## src/sv/div64_pkg.sv

```systemverilog
// Package with shared types and constants for the 64-bit divider.
`default_nettype none
package div64_pkg;
  localparam int DataWidth = 64;
  localparam int StepBits = 4;
  localparam int NumSteps = DataWidth / StepBits;
  localparam int CntWidth = $clog2(NumSteps);
  localparam int QueueDepth = 2;

  typedef struct packed {
    logic [DataWidth-1:0] num;
    logic [DataWidth-1:0] den;
    logic neg_quot;
    logic neg_rem;
    logic zero;
  } job_t;

  typedef struct packed {
    logic [DataWidth-1:0] quotient;
    logic [DataWidth-1:0] remainder;
    logic divide_by_zero;
  } result_t;
endpackage
`default_nettype wire

```

## src/sv/div64_front.sv

```systemverilog
// Front end: accepts requests, takes magnitudes and queues division jobs.
`default_nettype none
module div64_front (
  input  wire logic clk,
  input  wire logic rst,
  input  wire logic in_valid,
  output logic in_ready,
  input  wire logic operation,
  input  wire logic [div64_pkg::DataWidth-1:0] dividend,
  input  wire logic [div64_pkg::DataWidth-1:0] divisor,
  output logic job_valid,
  input  wire logic job_ready,
  output div64_pkg::job_t job
);
  import div64_pkg::*;

  job_t queue [QueueDepth];
  logic rd_ptr;
  logic wr_ptr;
  logic [1:0] count;
  job_t new_job;
  logic num_neg;
  logic den_neg;
  logic push;
  logic pop;

  assign num_neg = operation & dividend[DataWidth-1];
  assign den_neg = operation & divisor[DataWidth-1];

  always_comb begin
    new_job.num = num_neg ? (~dividend + 1'b1) : dividend;
    new_job.den = den_neg ? (~divisor + 1'b1) : divisor;
    new_job.neg_quot = num_neg ^ den_neg;
    new_job.neg_rem = num_neg;
    new_job.zero = (divisor == '0);
  end

  assign in_ready = (count != 2'(QueueDepth));
  assign job_valid = (count != 2'd0);
  assign job = queue[rd_ptr];
  assign push = in_valid & in_ready;
  assign pop = job_valid & job_ready;

  always_ff @(posedge clk) begin
    if (push) begin
      queue[wr_ptr] <= new_job;
    end
    if (rst) begin
      rd_ptr <= 1'b0;
      wr_ptr <= 1'b0;
      count <= 2'd0;
    end else begin
      if (push) wr_ptr <= ~wr_ptr;
      if (pop) rd_ptr <= ~rd_ptr;
      count <= count + 2'(push) - 2'(pop);
    end
  end
endmodule
`default_nettype wire

```

## src/sv/div64_back.sv

```systemverilog
// Back end: iterative restoring division, four quotient bits per cycle.
`default_nettype none
module div64_back (
  input  wire logic clk,
  input  wire logic rst,
  input  wire logic job_valid,
  output logic job_ready,
  input  wire div64_pkg::job_t job,
  output logic res_valid,
  input  wire logic res_ready,
  output div64_pkg::result_t res
);
  import div64_pkg::*;

  logic busy;
  logic [CntWidth-1:0] cnt;
  logic [DataWidth-1:0] rem;
  logic [DataWidth-1:0] quo;
  logic [DataWidth-1:0] den;
  logic neg_quot;
  logic neg_rem;
  logic zero;
  logic [DataWidth-1:0] rem_next;
  logic [DataWidth-1:0] quo_next;
  logic done;

  always_comb begin
    logic [DataWidth:0] r;
    r = {1'b0, rem};
    quo_next = quo;
    for (int i = 0; i < StepBits; i++) begin
      r = {r[DataWidth-1:0], quo_next[DataWidth-1]};
      quo_next = {quo_next[DataWidth-2:0], 1'b0};
      if (r >= {1'b0, den}) begin
        r = r - {1'b0, den};
        quo_next[0] = 1'b1;
      end
    end
    rem_next = r[DataWidth-1:0];
  end

  assign done = busy & (cnt == CntWidth'(NumSteps - 1));
  assign job_ready = ~busy & (~res_valid | res_ready);

  always_ff @(posedge clk) begin
    if (job_valid & job_ready) begin
      rem <= '0;
      quo <= job.num;
      den <= job.den;
      neg_quot <= job.neg_quot;
      neg_rem <= job.neg_rem;
      zero <= job.zero;
      cnt <= '0;
    end else if (busy) begin
      rem <= rem_next;
      quo <= quo_next;
      cnt <= cnt + 1'b1;
    end
    if (done) begin
      res.divide_by_zero <= zero;
      res.quotient <= zero ? '0 : (neg_quot ? (~quo_next + 1'b1) : quo_next);
      res.remainder <= zero ? '0 : (neg_rem ? (~rem_next + 1'b1) : rem_next);
    end
    if (rst) begin
      busy <= 1'b0;
      res_valid <= 1'b0;
    end else begin
      if (job_valid & job_ready) busy <= 1'b1;
      else if (done) busy <= 1'b0;
      if (done) res_valid <= 1'b1;
      else if (res_ready) res_valid <= 1'b0;
    end
  end

  assert property (@(posedge clk) disable iff (rst) done |=> res_valid)
    else $error("result not presented after last step");
  assert property (@(posedge clk) disable iff (rst) busy |-> !job_ready)
    else $error("job taken while busy");
  assert property (@(posedge clk) disable iff (rst) (res_valid && !res_ready) |=> res_valid)
    else $error("stalled result dropped");
endmodule
`default_nettype wire

```

## src/sv/divider_64bit_signed_unsigned_unit.sv

```systemverilog
// Top level of the 64-bit signed/unsigned divider.
// Requests arrive on the s_axis channel: tdata holds dividend then divisor,
// tuser holds the operation (0 unsigned, 1 signed). Results leave on m_axis:
// tdata holds quotient then remainder, tuser holds the divide-by-zero flag.
// The front end takes operand magnitudes and places a job in a two-entry
// queue; the back end divides four bits per cycle while busy and takes the
// next job only once it is idle and its result register is free, so it
// does not start a new division before the last one is finished.
// The front accepts up to two requests ahead while the back works or stalls.
// A stalled result holds in the output register and blocks the next job.
// Reset empties the queue and drops any division in flight.
`default_nettype none
module divider_64bit_signed_unsigned_unit (
  input  wire logic clk,
  input  wire logic rst,
  input  wire logic s_axis_tvalid,
  output logic s_axis_tready,
  input  wire logic [127:0] s_axis_tdata,  // dividend, divisor
  input  wire logic [0:0] s_axis_tuser,    // operation
  output logic m_axis_tvalid,
  input  wire logic m_axis_tready,
  output logic [127:0] m_axis_tdata,       // quotient, remainder
  output logic [0:0] m_axis_tuser          // divide_by_zero
);
  import div64_pkg::*;

  logic job_valid;
  logic job_ready;
  job_t job;
  result_t res;

  div64_front u_front (
    .clk(clk), .rst(rst),
    .in_valid(s_axis_tvalid), .in_ready(s_axis_tready),
    .operation(s_axis_tuser[0]),
    .dividend(s_axis_tdata[63:0]), .divisor(s_axis_tdata[127:64]),
    .job_valid(job_valid), .job_ready(job_ready), .job(job)
  );

  div64_back u_back (
    .clk(clk), .rst(rst),
    .job_valid(job_valid), .job_ready(job_ready), .job(job),
    .res_valid(m_axis_tvalid), .res_ready(m_axis_tready), .res(res)
  );

  assign m_axis_tdata = {res.remainder, res.quotient};
  assign m_axis_tuser = res.divide_by_zero;
endmodule
`default_nettype wire

```

## config.mk

```make
export PLATFORM = sky130hd
export DESIGN_NAME = divider_64bit_signed_unsigned_unit
export DESIGN_NICKNAME = d
export VERILOG_FILES = /design/src/sv/div64_pkg.sv /design/src/sv/div64_front.sv /design/src/sv/div64_back.sv /design/src/sv/divider_64bit_signed_unsigned_unit.sv
export SDC_FILE = /design/constraint.sdc
export NUM_CORES = 2
export LEC_CHECK = 0
export ABC_AREA = 1
export BUFFER_PORTS_ARGS = -buffer_cell sky130_fd_sc_hd__buf_4
export CORE_ASPECT_RATIO = 1.75
export CORE_MARGIN = 3
export CORE_UTILIZATION = 40
export DETAILED_ROUTE_END_ITERATION = 10
export PLACE_DENSITY_LB_ADDON = 0.05
export SKIP_CTS_REPAIR_TIMING = 1
export SLEW_MARGIN = 25
export SYNTH_ARGS = -nofsm -noshare
export SYNTH_HDL_FRONTEND = slang
export SYNTH_SLANG_ARGS = --single-unit
```

## constraint.sdc

```tcl
create_clock -name clk -period 14.8 [get_ports clk]
set_clock_uncertainty 0.15 [all_clocks]
set_input_delay 2.96 -clock clk [delete_from_list [all_inputs] [get_ports clk]]
set_output_delay 2.96 -clock clk [all_outputs]
set_load 0.01 [all_outputs]
```

==> results.yml <==
outcome:
  status: "finished clean"
synthesis:
  synth_seq_cells: 597
  avgSynthCellArea_um2: 7.05
  yosysUniqueCellTypes: 65
  ys_seq_area_share_pct: 34.4
  synthFlopType: "edfxtp_1"
  synthCells: 7073
  synthArstFlopShare_pct: 0
  ys_warn_count: 0
  syn-num-nets: 7473
  synth_area_um2: 49900
  synth-edff-count: 522
worst_setup_path:
  start_kind: "register"
  critPathArrivalTime_ps: 14720
  required_ps: 15120
  r2r-end: "u_back.res[47]"
  timing.rr.start: "u_back.quo[63]"
  slowest_delay_ps: 640
  rr_worst_depth: 71
  cp_slowest_cell: "nand2_1"
  endpoint_kind: "register"
  r2r_setup_slack_ps: 410
  path_common_cell: "nand2_1"
  worst-setup-path-type: "reg -> reg"
  path_max_fanout: 18
floorplanning:
  dieHeight_um: 473
  die_x_um: 273
  core-area_um2: 123000
  initial_utilization_pct: 40.5
  rows: 170
  die-area_um2: 129000
  ioPinCount: 264
route:
  routed_wl_mm: 305
  vias: 59200
  drt_pass1_iterations: 6
  routedWlPerCell_um: 29.1
  drc: 0
  vias_per_cell: 5.65
  ant_nets: 0
  drt_iter0_drc: 5870
timing:
  fmax_mhz: 69.5
  slew_violations: 0
  hold_viol: 0
  timing.final.crit_period_ps: 14390
  tns_ps: 0
  rsz0062_at_grt: "no"
  setup_ws_ps: 406
  setup_viol: 0
  finalCritPeriodShare_pct: 97.3
  slew_headroom_pct: 23.7
  worst_pin_slew_ps: 1140
min_path:
  hold_path.class: "reg -> reg"
  min_path_cells: 1
  min_from: "u_front.rd_ptr"
global_routing:
  grt_pass1_vias: 58800
  grt-ovfl-total: 0
  antenna_found_initial: 41
  gr-usage-all-layers_pct: 46.4
  grt_max_degree: 140
  grt_pass1_wl_mm: 418
cts:
  htree_levels: 2
  clock-root-buffer: "clkbuf_16"
  numCtsBuffers: 58
  cts_sinks: 597
  clk_latency_ps: 730
  clk_path_buf_depth: 3
  cts_tree: "yes"
  clk_pin_slew_ps: 80
layout:
  fillerInstances: 12000
  fin_util_pct: 55.0
  drive_above_1_share_pct: 24.1
  nNetsFinal: 9174
  areaGrowthSynthToFinish_pct: 35.8
  seqCellArea_um2: 17200
  multi_input_comb_area_um2: 28200
placement:
  dp_hpwl_mm: 248
  io_buffers: 263
  routabilityCongestion: 1.15
  post-place-ws_ps: 795
flow_run:
  drv_cap: 0
==> registers in the layout, summed over array words and instances (netlist names), named ones only <==
signal,count
u_back.zero,1
u_front.wr_ptr,1
u_back.busy,1
u_back.res,129
u_front.count,2
u_back.den,64
u_back.quo,64
u_front.queue,262
u_back.res_valid,1
u_back.neg_rem,1
u_back.rem,64
u_back.neg_quot,1
u_back.cnt,4
u_front.rd_ptr,1
==> cell usage after synthesis (12+ instances only) <==
master | number | share of area, %
nand2_1 | 1788 | 13
inv_1 | 978 | 7.4
nor2_1 | 820 | 6.2
edfxtp_1 | 522 | 31
a21oi_1 | 500 | 5.0
o21ai_0 | 460 | 4.6
nand3_1 | 330 | 3.3
ha_1 | 263 | 6.6
xor2_1 | 187 | 3.3
nor3_1 | 138 | 1.4
xnor2_1 | 136 | 2.4
clkbuf_1 | 86 | 0.65
nand4_1 | 76 | 0.95
dfxtp_1 | 75 | 3.0
mux2_2 | 67 | 1.5
nor4_1 | 63 | 0.79
o211ai_1 | 55 | 0.83
o21ai_1 | 54 | 0.54
a31oi_1 | 49 | 0.61
o21a_1 | 42 | 0.63
nand2_2 | 34 | 0.43
o21bai_1 | 32 | 0.48
inv_2 | 31 | 0.23
o22ai_1 | 31 | 0.39
buf_2 | 27 | 0.27
nor2_2 | 26 | 0.33
a21o_1 | 23 | 0.35
buf_1 | 16 | 0.12
buf_4 | 14 | 0.21
buf_6 | 14 | 0.32
a21boi_0 | 12 | 0.18
nand3b_1 | 12 | 0.18
==> worst max-delay path: cells and delay by family, from the launching register on <==
kind	cells	cell delay [ps]
AO/OA/AOI/OAI	9	2310
XOR/XNOR	2	630
adder cells (fa/ha/maj)	6	1900
buffers and inverters	14	1920
flip-flops	1	380
AND/OR/NAND/NOR	40	6710
==> routing by layer <==
| layer | track usage (%) | part of all wire, % | up-vias |
|---|---|---|---|
| met1 | 42.4 | 30 | 27400 |
| li1 | - | - | 26900 |
| met3 | 13.1 | 8.6 | 1434 |
| met5 | 0.191 | 0.055 | - |
| met4 | 52.2 | 14 | 26 |
| met2 | 77.7 | 47 | 3405 |
==> cells in the final DEF, fill, tap and decap left out, types with 12 or more instances in the layout <==
master and n:
nand2_1 1786, buf_4 1735, inv_1 974, nor2_1 814, edfxtp_1 522, a21oi_1 498
o21ai_0 455, nand3_1 330, ha_1 262, xor2_1 187, nor3_1 138, xnor2_1 136
nand4_1 76, dfxtp_1 74, mux2_2 67, nor4_1 63, buf_12 62, o21ai_1 58
clkbuf_16 58, o211ai_1 55, a31oi_1 49, o21a_1 42, nand2_2 36, inv_2 32
o21bai_1 32, o22ai_1 31, diode_2 30, nor2_2 27, a21o_1 23, nor2_4 14
nand3b_1 12, bufinv_16 12
==> worst max-delay path by stage <==
stage / start / slack (ps) / endpoint
2_1_floorplan: u_back.den[1] / 4530 / u_back.res[113]
3_3_place_gp: u_back.den[1] / 860 / u_back.res[47]
3_5_place_dp: u_back.den[1] / 800 / u_back.res[47]
4_1_cts: u_back.den[1] / 700 / u_back.res[47]
5_1_grt: u_back.den[44] / 30 / u_back.res[47]
6_report: u_back.quo[63] / 410 / u_back.res[47]
==> metrics by stage <==
stage	hold slack (ps)	instance area [µm²]	instances
6_report	308	67800	10500
5_1_grt	330	67700	10500
4_1_cts	308	67600	10500
3_5_place_dp	294	65500	10300
3_3_place_gp	280	65500	10300
2_1_floorplan	274	49900	7073
==> logic make-up (layout without fill, tap and decap cells) <==
family	after synthesis	in the layout	synth area share, %
simple gates	3332	3332	27.8
compound gates	1309	1309	14.5
buf+inv	1174	2923	9.22
flops	597	597	34.4
xor+xnor	323	323	5.67
fa+ha+maj	267	267	6.76
mux	71	71	1.59
other cells	0	30	0
==> layout make-up <==
| cell class | instances | share of cell area, % |
|---|---|---|
| inverter | 1017 | 5.65 |
| sequential | 597 | 25.4 |
| antenna | 30 | 0.111 |
| timing repair buffer | 1798 | 21.1 |
| clock inverter | 47 | 0.995 |
| multi-input combinational | 5302 | 41.6 |
| tap | 1634 | 3.02 |
| clock buffer | 61 | 2.19 |
Power is left out: the tool's default activity adds up to more than one toggle a clock period on the data nets, which glitch-free logic cannot reach.
